$ cat config.mk
export PLATFORM = sky130hd
export DESIGN_NAME = ccsc_ram
export DESIGN_NICKNAME = d
export VERILOG_FILES = /design/src/hdl/coo_to_csc_converter_defines.svh /design/src/hdl/ccsc_ram.sv
export SDC_FILE = /design/constraint.sdc
export NUM_CORES = 1
export LEC_CHECK = 0
export BUFFER_PORTS_ARGS = -buffer_cell sky130_fd_sc_hd__buf_2
export CAP_MARGIN = 20
export CORE_MARGIN = 10
export CORE_UTILIZATION = 40
export DETAILED_ROUTE_END_ITERATION = 10
export PLACE_DENSITY_LB_ADDON = 0.05
export SLEW_MARGIN = 15
export SYNTH_ARGS = -nofsm -noshare
export SYNTH_HDL_FRONTEND = slang
export SYNTH_SLANG_ARGS = --single-unit
$ cat constraint.sdc
create_clock -name clk -period 4.81 [get_ports clk]
set_clock_uncertainty 0.05 [all_clocks]
set_input_delay 0.481 -clock clk [delete_from_list [all_inputs] [get_ports clk]]
set_output_delay 0.481 -clock clk [all_outputs]
set_load 0.01 [all_outputs]
$ cat src/hdl/coo_to_csc_converter_defines.svh
// Assertion macros used by the converter's top-level RTL file.
`ifndef COO_TO_CSC_CONVERTER_DEFINES_SVH
`define COO_TO_CSC_CONVERTER_DEFINES_SVH

// A condition that must hold at every clock edge out of reset.
`define CCSC_ASSERT_NOW(label, cond, msg) \
    label: assert property (@(posedge clk) disable iff (!rst_n) (cond)) \
        else $error(msg);

// A condition that must hold in the cycle after the trigger.
`define CCSC_ASSERT_NEXT(label, ante, cons, msg) \
    label: assert property (@(posedge clk) disable iff (!rst_n) (ante) |=> (cons)) \
        else $error(msg);

`endif

$ cat src/hdl/ccsc_ram.sv
// Generic simple dual-port RAM with one write port and a registered read port.
module ccsc_ram #(
    parameter int WIDTH = 8,
    parameter int DEPTH = 16
) (
    input  logic                     clk,
    input  logic                     we,
    input  logic [$clog2(DEPTH)-1:0] waddr,
    input  logic [WIDTH-1:0]         wdata,
    input  logic                     re,
    input  logic [$clog2(DEPTH)-1:0] raddr,
    output logic [WIDTH-1:0]         rdata
);

    logic [WIDTH-1:0] mem [DEPTH];

    // A read of the address being written returns the old contents.
    always_ff @(posedge clk)
    begin
        if (re)
        begin
            rdata <= mem[raddr];
        end
        if (we)
        begin
            mem[waddr] <= wdata;
        end
    end

endmodule

==> key figures, run 1 <==
Run status
  – Status: complete, no violations

Global routing
  – Vias in the first global route: around 2,600
  – First-pass GRT wire length: approximately 16 mm
  – Total track usage: 0.129
  – Antenna violations before repair: 1
  – GR Overflow Total: 0
  – Largest net degree at the start of global routing: 33

Critical path
  – CP endpoint kind: register
  – CP arrival: approximately 2.4 ns
  – Top delay family on crit path: buffers and inverters
  – Critical path class: in -> reg
  – Crit path cell chain: buf_2, buf_4, mux4_1, a22oi_1, nand2_1
  – CP bufs+invs: 2
  – CP max FO: 19
  – Crit start category: primary input
  – Worst path slowest cell: mux4_1
  – CP required: 4.92 ns
  – Crit-path max cell delay: approximately 0.59 ns

Placed design
  – Routability Congestion: around 0.71
  – Port-buffer cells: 26
  – Detail Placement HPWL: between 6 and 7 mm
  – Area of placed instances: ~5500 µm²

Synthesis
  – Simple-Gate Fraction of Synth Area: 0.0314
  – Synth Area in XOR/XNOR: 0
  – Yosys warning total: 0
  – Mux contribution to synthesized area: 0.148
  – Yosys top cell area share: 0.781
  – Largest family of logic cells by synthesized area: multiplexers
  – Yosys cell types: 18
  – Area leader, netlist: edfxtp_1
  – Post-synthesis compound-gate area fraction: 0.0230
  – Post-Syn Area per Cell: 22.8 µm²
  – Synth Net Count: ~250
  – Cell Area, Synth: ~5200 µm²
  – Synth area leaders: edfxtp_1 (78%), mux4_2 (7.8%), mux4_1 (7.0%), a22oi_1 (2.3%), nor2_1 (0.93%)
  – Sequential cell area fraction in the yosys report: 0.781
  – Flops & latches, synth: 136
  – Synth Instances: around 230
  – Adder-cell area share of the yosys netlist: 0

CTS
  – Root Buffer: clkbuf_16
  – Clock Sinks: 136
  – Post-CTS Setup Inserts: 0
  – Clock-pin slew on the worst setup and hold paths: around 0.05 ns
  – Resized Gates After CTS: 0
  – H-tree depth: 4
  – CTS buffer count: 17
  – CTS max path bufs: 2
  – Clock Latency Late Sink: a little over 0.4 ns
  – CTS tree: built
  – Hold-fix buffers, CTS: 0

Die
  – Die W: about 130 µm
  – Full die area: 18,000 µm²
  – Site Rows: a little over 40
  – Starting Density: 0.411
  – Core area: roughly 13,000 µm²
  – Die height: about 130 µm
  – I/O Pins: 27

Routing
  – Top Metal Used: met5
  – DR WL met2: 5.11 mm
  – Vias: about 2,400
  – DR WL met3: 527 µm
  – DRT Pass-1 Iters: 5
  – Total Wirelength: approximately 11 mm
  – Via/cell ratio: between 5 and 6
  – Number of routed nets with antenna violations: 0
  – Met1 Wirelength: around 5.0 mm
  – DRC errors left: 0
  – Routed WL per cell: 24.0 µm
  – DR iter-0 viols: 193

Timing
  – Total Neg Setup Slack: 0 ns
  – Worst Max-Slew Pin Slew: about 1.0 ns
  – Tcrit/Tclk final: 0.473
  – Slew Viols, Final: 0
  – Fmax: between 0.4 and 0.5 GHz
  – RSZ-0062 raised after global routing: false
  – Hold Worst Slack: just under 0.4 ns
  – Fin. Hold Viols: 0
  – Rel. slew slack: 0.315
  – Minimum clock period: ~2.3 ns
  – Finish-stage setup viols: 0

Power and ir drop
  – PD cells: around 440 nW/µm²
  – Peak VDD IR: ~0.25 mV
  – Total power: roughly 2.7 mW
  – Leakage power: 2.00 nW

Cells and area
  – Final instance area: 6060 µm²
  – Fillers: between 1,000 and 1,500
  – Post-Route Utilization: 0.476
  – Commonest non-fill, non-tap cell in the layout: edfxtp_1
  – Number of diodes: 0
  – Commonest non-fill, non-tap cells in the layout: edfxtp_1 (136), buf_2 (26), mux4_2 (18)
  – Share of layout cells above drive strength 1: 0.272
  – Fin nets: around 290
  – Area grow syn2layout: 15.9%

Flow run
  – Max_cap viols: 0

Min path
  – Min-delay worst type: in -> reg
[layer usage]
layer	global-route usage	vias to the layer above
met3	0.0549	11
met4	0.0453	2
met5	0	-
met2	0.184	50
li1	-	1057
met1	0.170	1264
[kinds of logic after synthesis]
logic type,count (synthesis)
and+or+nand+nor,35
DFF,136
AOI/OAI and AO/OA,16
buffers and inverters,10
muxes,32
[synthesized netlist by cell type]
library cell,count
clkdlybuf4s25_2,3
edfxtp_1,136
a22oi_1,16
nand2b_1,2
buf_6,3
mux4_1,14
or3b_2,1
and2b_1,1
and2_1,1
nor3_1,4
nand3b_1,2
buf_2,3
nand3_1,1
nor2_1,13
buf_4,1
mux4_2,18
nand2_1,9
nor2b_1,1
[registers in the layout (all words and copies together) (netlist names)]
register / cells
mem: 128
rdata: 8
[where the power goes]
group | leakage [nW] | internal (mW) | switching [mW]
Clock | 0.274 | 0.744 | 0.447
Sequential | 1.24 | 1.34 | 0.00599
Combinational | 0.487 | 0.0467 | 0.0729
[final timing paths]
check	start	endpoint	slack, ns	cells past startpoint
worst min register to register	mem[11][5]$_DFFE_PP_	rdata[5]$_DFFE_PP_	0.71	3
worst min-delay path	re	rdata[4]$_DFFE_PP_	0.39	1
worst max-delay path	raddr[0]	rdata[5]$_DFFE_PP_	2.53	5
worst max register to register	mem[10][4]$_DFFE_PP_	rdata[4]$_DFFE_PP_	3.24	3
[stage by stage]
stage	std cells	setup slack (ns)
6_report	451	2.53
4_1_cts	451	2.45
2_1_floorplan	229	2.79
3_5_place_dp	419	2.01
5_1_grt	451	2.38
3_3_place_gp	419	2.05
[worst reg2reg max path, stage by stage (launching register included)]
cell	delay (ns)
edfxtp_1	0.36
mux4_1	0.48
a22oi_1	0.26
nand2_1	0.14
[cell type report]
type                            instances  area (µm²)  area share
Sequential cell                       136        4080       0.674
Multi-Input combinational cell         83        1070       0.177
Clock buffer                           18         429      0.0708
Tap cell                              172         215      0.0355
Timing Repair Buffer                   28         145      0.0240
Clock inverter                         14         114      0.0188
No activity file was read; power rests on OpenSTA's default activity.
==> run 2: changes to the inputs <==
==> constraint.sdc (replaced) <==
create_clock -name clk -period 2.3 [get_ports clk]
set_clock_uncertainty 0.05 [all_clocks]
set_input_delay 0.23 -clock clk [delete_from_list [all_inputs] [get_ports clk]]
set_output_delay 0.23 -clock clk [all_outputs]
set_load 0.01 [all_outputs]
==> run 2 against run 1 <==
Die area did not move. Combinational power is 120% higher. Design area increased by 1.3%. Clock power grew 86%. Register-to-register slack worse by 2.5 ns. Non-clock buffer count grew 18. Cell count up 3.5%. Total power is 99% higher. Sequential share of layout area fell by 0.87 points. Global-route usage up 0.20 points. Critical path type is now reg -> reg. Highest routed layer unchanged.
==> key figures, run 2 (synthesis results as in run 1) <==
Run status
  – Status: complete, no violations

CTS
  – Clock-pin slew on the worst setup and hold paths: 0.05 ns
  – CTS buffer count: 17
  – Post-CTS Setup Inserts: 0
  – Clock Latency Late Sink: ~0.4 ns
  – Resized Gates After CTS: 0
  – H-tree depth: 4
  – Clock Sinks: between 100 and 150
  – CTS max path bufs: 2
  – Hold-fix buffers, CTS: 0
  – Root Buffer: clkbuf_16
  – CTS tree: built

Cells and area
  – Fin nets: 303
  – Commonest non-fill, non-tap cell in the layout: edfxtp_1
  – Share of layout cells above drive strength 1: 0.285
  – Area grow syn2layout: 17.4%
  – Number of flip-flops in the largest register: roughly 130
  – Most flops, register: mem
  – Biggest regs: mem: 128 flops, rdata: 8 flops
  – Post-Layout Cell Count: 467
  – Commonest non-fill, non-tap cells in the layout: edfxtp_1 (136), buf_2 (26), mux4_2 (18), buf_4 (18), clkbuf_16 (17)
  – Number of diodes: 0
  – Fillers: about 1,100

Timing
  – Rel. slew slack: 0.646
  – Fin. Hold Viols: 0
  – RSZ-0062 raised after global routing: false
  – Tcrit/Tclk final: 0.667
  – Fmax: approximately 0.65 GHz
  – Minimum clock period: about 1.5 ns
  – Finish-stage setup viols: 0
  – Slew Viols, Final: 0
  – Worst Max-Slew Pin Slew: roughly 0.53 ns
  – Total Neg Setup Slack: 0 ns

Critical path
  – Crit-path max cell delay: 0.51 ns
  – CP required: roughly 2.4 ns
  – CP arrival: about 1.6 ns
  – Crit path cell chain: mux4_2, a22oi_1, nand2_1
  – CP endpoint kind: register
  – Crit start category: register
  – CP max FO: 1
  – CP bufs+invs: 0
  – Critical path class: reg -> reg
  – Worst path slowest cell: mux4_2
  – Top delay family on crit path: multiplexers

Placed design
  – Dpl cells: ~440
  – Port-buffer cells: 26
  – Routability Congestion: between 0.7 and 0.8
  – Detail Placement HPWL: just under 7 mm

Routing
  – Total Wirelength: 10.8 mm
  – Via/cell ratio: a little over 5
  – Number of routed nets with antenna violations: 0
  – DRC errors left: 0
  – DR iter-0 viols: ~260
  – Vias: around 2,400
  – DRT Pass-1 Iters: 4
  – Routed WL per cell: ~23 µm

Die
  – Die height: about 130 µm
  – Starting Density: 0.411
  – Die W: about 130 µm
  – I/O Pins: 27
  – Full die area: roughly 18,000 µm²
  – Core area: between 10,000 and 15,000 µm²
  – Site Rows: roughly 40

Global routing
  – First-pass GRT wire length: 16.6 mm
  – GR Overflow Total: 0
  – Largest net degree at the start of global routing: 33
  – Antenna violations before repair: 1
  – Vias in the first global route: 2,602
  – Total track usage: 0.130

Min path
  – Min-delay worst type: in -> reg

Flow run
  – Max_cap viols: 0

Power and ir drop
  – PD cells: 860 nW/µm²
  – Leakage power: between 2 and 2.5 nW
  – Peak VDD IR: approximately 0.52 mV
[run 2: cell types whose count changed in the layout (fill, tap and decap cells not counted), moves of 3 or more]
cell / change
nor3_1: +3
clkbuf_1: +3
nor3_2: -3
buf_4: +16
clkinv_2: -5
[run 2: worst paths after layout]
kind                                      startpoint            endpoint  slack [ns]  depth (start not counted)
worst min-delay path                              re  rdata[2]$_DFFE_PP_        0.15                          1
worst max register to register   mem[6][4]$_DFFE_PP_  rdata[4]$_DFFE_PP_        0.77                          3
worst max-delay path             mem[6][4]$_DFFE_PP_  rdata[4]$_DFFE_PP_        0.77                          3
worst min register to register  mem[15][2]$_DFFE_PP_  rdata[2]$_DFFE_PP_        0.70                          3
[run 2: worst register-to-register path, cell delays in order, from the launching register on]
cell      delay, ns
edfxtp_1       0.36
mux4_2         0.51
a22oi_1        0.28
nand2_1        0.09
[run 2: power breakdown]
part	switching, mW	internal [mW]
combinational	0.150	0.110
sequential	0.0160	2.80
clock	0.879	1.33
[run 2: metal layers]
layer | track usage | vias up | wire length, µm
li1 | - | 1090 | -
met3 | 0.0426 | 9 | 431
met5 | 0 | - | 13
met4 | 0.0526 | 2 | 87
met1 | 0.174 | 1219 | 5100
met2 | 0.192 | 44 | 5180
[run 2: per-stage QoR]
| stage | hold slack, ns | power, mW | cell area [µm²] | utilization | setup slack, ns |
|---|---|---|---|---|---|
| 3_3_place_gp | 0.578 | 3.13 | 5660 | 0.445 | 0.382 |
| 4_1_cts | 0.139 | 5.35 | 6140 | 0.482 | 0.734 |
| 6_report | 0.145 | 5.28 | 6140 | 0.482 | 0.766 |
| 3_5_place_dp | 0.575 | 3.13 | 5660 | 0.445 | 0.387 |
| 2_1_floorplan | 0.279 | 3.00 | 5230 | - | 0.527 |
| 5_1_grt | 0.141 | 5.50 | 6140 | 0.482 | 0.669 |
[run 2: final cells by class]
type / count / area, µm² / share of cell area
Tap cell: 172 / 215 / 0.0351
Sequential cell: 136 / 4080 / 0.665
Multi-Input combinational cell: 83 / 1060 / 0.172
Timing Repair Buffer: 46 / 305 / 0.0497
Clock buffer: 21 / 440 / 0.0717
Clock inverter: 9 / 36.3 / 0.00591
==> run 3: changes to the inputs <==
--- a/config.mk
+++ b/config.mk
@@ -5,6 +5,7 @@
 export SDC_FILE = /design/constraint.sdc
 export NUM_CORES = 1
 export LEC_CHECK = 0
+export ABC_AREA = 1
 export BUFFER_PORTS_ARGS = -buffer_cell sky130_fd_sc_hd__buf_2
 export CAP_MARGIN = 20
 export CORE_MARGIN = 10
==> constraint.sdc (replaced) <==
create_clock -name clk -period 1.3 [get_ports clk]
set_clock_uncertainty 0.05 [all_clocks]
set_input_delay 0.13 -clock clk [delete_from_list [all_inputs] [get_ports clk]]
set_output_delay 0.13 -clock clk [all_outputs]
set_load 0.01 [all_outputs]
==> run 3 against run 2 <==
Total power is 98% higher. Synthesized cell count rose by 140%. Area after synthesis rose by 12%. Combinational power grew to 2.5 times the previous value. Critical path depth up 3. Critical endpoint is now rdata[3]$_DFFE_PP_. Largest cell class unchanged. Sequential power is 77% higher. Global-route usage is 1.8 points higher. Worst setup slack got worse by 0.69 ns. Core utilization shrank 0.22 points. Routed wire length increased by 30%.
==> key figures, run 3 <==
Critical path
  – CP arrival: between 1 and 1.5 ns
  – Critical path class: reg -> reg
  – CP endpoint kind: register
  – CP max FO: 1
  – Crit start category: register
  – CP required: 1.41 ns

Timing
  – Fmax: ~0.82 GHz
  – Minimum clock period: 1.22 ns
  – Tcrit/Tclk final: 0.940
  – Fin. Hold Viols: 0
  – Slew Viols, Final: 0
  – RSZ-0062 raised after global routing: false
  – Finish-stage setup viols: 0
  – Final setup margin: between 0.07 and 0.08 ns
  – Worst Max-Slew Pin Slew: 0.441 ns
  – Total Neg Setup Slack: 0 ns
  – Rel. slew slack: 0.706

CTS
  – CTS tree: built
  – Hold-fix buffers, CTS: 0
  – H-tree depth: 4
  – Root Buffer: clkbuf_16
  – CTS max path bufs: 2
  – CTS buffer count: 17
  – Post-CTS Setup Inserts: 0
  – Clock-pin slew on the worst setup and hold paths: 0.06 ns
  – Clock Sinks: ~140
  – Clock Latency Late Sink: 0.41 ns

Synthesis
  – Post-synthesis compound-gate area fraction: 0
  – Synth area leaders: edfxtp_1 (70%), nand2_1 (11%), nand3_1 (8.3%), inv_1 (6.4%), buf_6 (1.2%)
  – Area leader, netlist: edfxtp_1
  – Yosys cell types: 11
  – Sequential cell area fraction in the yosys report: 0.698
  – Post-Syn Area per Cell: 10.6 µm²
  – Mux contribution to synthesized area: 0
  – Adder-cell area share of the yosys netlist: 0
  – Synth Area in XOR/XNOR: 0
  – Cell Area, Synth: roughly 5800 µm²
  – Yosys warning total: 0
  – Simple-Gate Fraction of Synth Area: 0.208
  – Synth Instances: between 500 and 600
  – Most frequent cells after synthesis: nand2_1 (173), edfxtp_1 (136), inv_1 (100)
  – Count leader, synth: nand2_1
  – Synth async-reset ratio: 0
  – Most used flip-flop cell after synthesis: edfxtp_1
  – Post-synth EDFFs: approximately 140
  – Synth Net Count: 570
  – Largest family of logic cells by synthesized area: simple AND/OR/NAND/NOR gates
  – Flops & latches, synth: about 140
  – Yosys top cell area share: 0.698

Routing
  – DRC errors left: 0
  – DR iter-0 viols: 320
  – Routed WL per cell: about 18 µm
  – Total Wirelength: between 10 and 15 mm
  – Vias: between 3,000 and 4,000
  – Via/cell ratio: around 4.7
  – DRT Pass-1 Iters: 5
  – Number of routed nets with antenna violations: 0

Power and ir drop
  – PD cells: roughly 1500 nW/µm²
  – Peak VDD IR: between 0.7 and 0.8 mV
  – Leakage power: roughly 3.0 nW

Global routing
  – GR peak layer: met2
  – GR Overflow Total: 0
  – Total track usage: 0.148
  – Met2 track demand over resource: 0.228
  – M1 GR Usage: 0.199
  – Largest net degree at the start of global routing: 65
  – Vias in the first global route: ~3,700
  – First-pass GRT wire length: 22.0 mm
  – GR met3 Demand/Resource: 0.0336
  – Antenna violations before repair: 0

Die
  – Site Rows: between 40 and 50
  – Starting Density: 0.405
  – Die height: ~140 µm
  – Die W: 141 µm
  – Full die area: 19,900 µm²
  – I/O Pins: 27
  – Core area: 14,400 µm²

Cells and area
  – Most flops, register: mem
  – Number of diodes: 0
  – Commonest non-fill, non-tap cell in the layout: nand2_1
  – Number of flip-flops in the largest register: between 100 and 150
  – Biggest regs: mem: 128 flops, rdata: 8 flops
  – Fillers: 1,350
  – Fin nets: ~630
  – Post-Route Utilization: 0.480
  – Area grow syn2layout: 18.5%
  – Share of layout cells above drive strength 1: 0.141
  – Commonest non-fill, non-tap cells in the layout: nand2_1 (173), edfxtp_1 (136), inv_1 (100)

Placed design
  – Port-buffer cells: 26
  – Setup WS pre-CTS: -0.172 ns
  – Detail Placement HPWL: between 9 and 10 mm
  – Routability Congestion: around 0.86

Min path
  – Min-delay worst type: in -> reg

Flow run
  – Max_cap viols: 0

Run status
  – Status: complete, no violations
run 3: cell types whose count changed in the layout (fill, tap and decap cells not counted), sizes merged, moves of 2 or more:
cell	delta
buf	+14
a22oi	-16
clkbuf	-3
nor2	+4
nand2b	-2
mux4	-32
bufinv	+4
nor3	-4
nand3	+96
nand2	+164
inv	+102
run 3: through the flow:
| stage | hold WS, ns | cells | power [mW] | cell area, µm² |
|---|---|---|---|---|
| final | 0.0279 | 802 | 10.5 | 6930 |
| after global routing | 0.0181 | 802 | 10.8 | 6930 |
| after CTS | 0.0145 | 802 | 10.6 | 6920 |
| after detailed placement | 0.454 | 771 | 5.72 | 6330 |
| after global placement | 0.463 | 771 | 5.72 | 6330 |
| after floorplan | 0.179 | 551 | 5.41 | 5850 |
run 3: per-layer routing:
layer,part of all wire,routed length (µm),up-vias
met3,0.036,509,16
met2,0.47,6620,80
met4,0.016,220,0
met5,0,0,-
li1,-,-,1892
met1,0.48,6740,1787
run 3: what timing repair did:
| action | in CTS | in global routing |
|---|---|---|
| setup endpoints to repair | 0 | 1 |
| gates resized for setup | 0 | 1 |
| hold endpoints to repair | 0 | 0 |
run 3: area by class of cell:
cell class,count,area (µm²),share of cell area
Timing Repair Buffer,60,423,0.0610
Clock inverter,13,160,0.0231
Tap cell,184,230,0.0332
Inverter,102,383,0.0553
Sequential cell,136,4080,0.589
Clock buffer,18,429,0.0619
Multi-Input combinational cell,289,1220,0.176
run 3: cells by family (layout without fill, tap and decap cells):
group	Yosys count	count (layout)
buffers and inverters	126	193
and+or+nand+nor	289	289
DFF	136	136
run 3: final timing paths:
kind / startpoint / endpoint / cells after the start / slack, ns
worst min register to register: mem[13][1]$_DFFE_PP_ / rdata[1]$_DFFE_PP_ / 6 / 0.69
worst max-delay path: mem[7][3]$_DFFE_PP_ / rdata[3]$_DFFE_PP_ / 6 / 0.08
worst max register to register: mem[7][3]$_DFFE_PP_ / rdata[3]$_DFFE_PP_ / 6 / 0.08
worst min-delay path: re / rdata[1]$_DFFE_PP_ / 1 / 0.03
run 3: power by group:
group          switching [mW]  internal [mW]
sequential             0.0242           4.94
clock                    1.70           3.14
combinational           0.447          0.203
run 3: critical path, stage by stage, from the launching register on:
cell and delay (ns):
edfxtp_1 0.36, inv_1 0.06, nand2_1 0.05, nand3_1 0.12, nand3_1 0.12, nand3_1 0.12
nand2_1 0.09
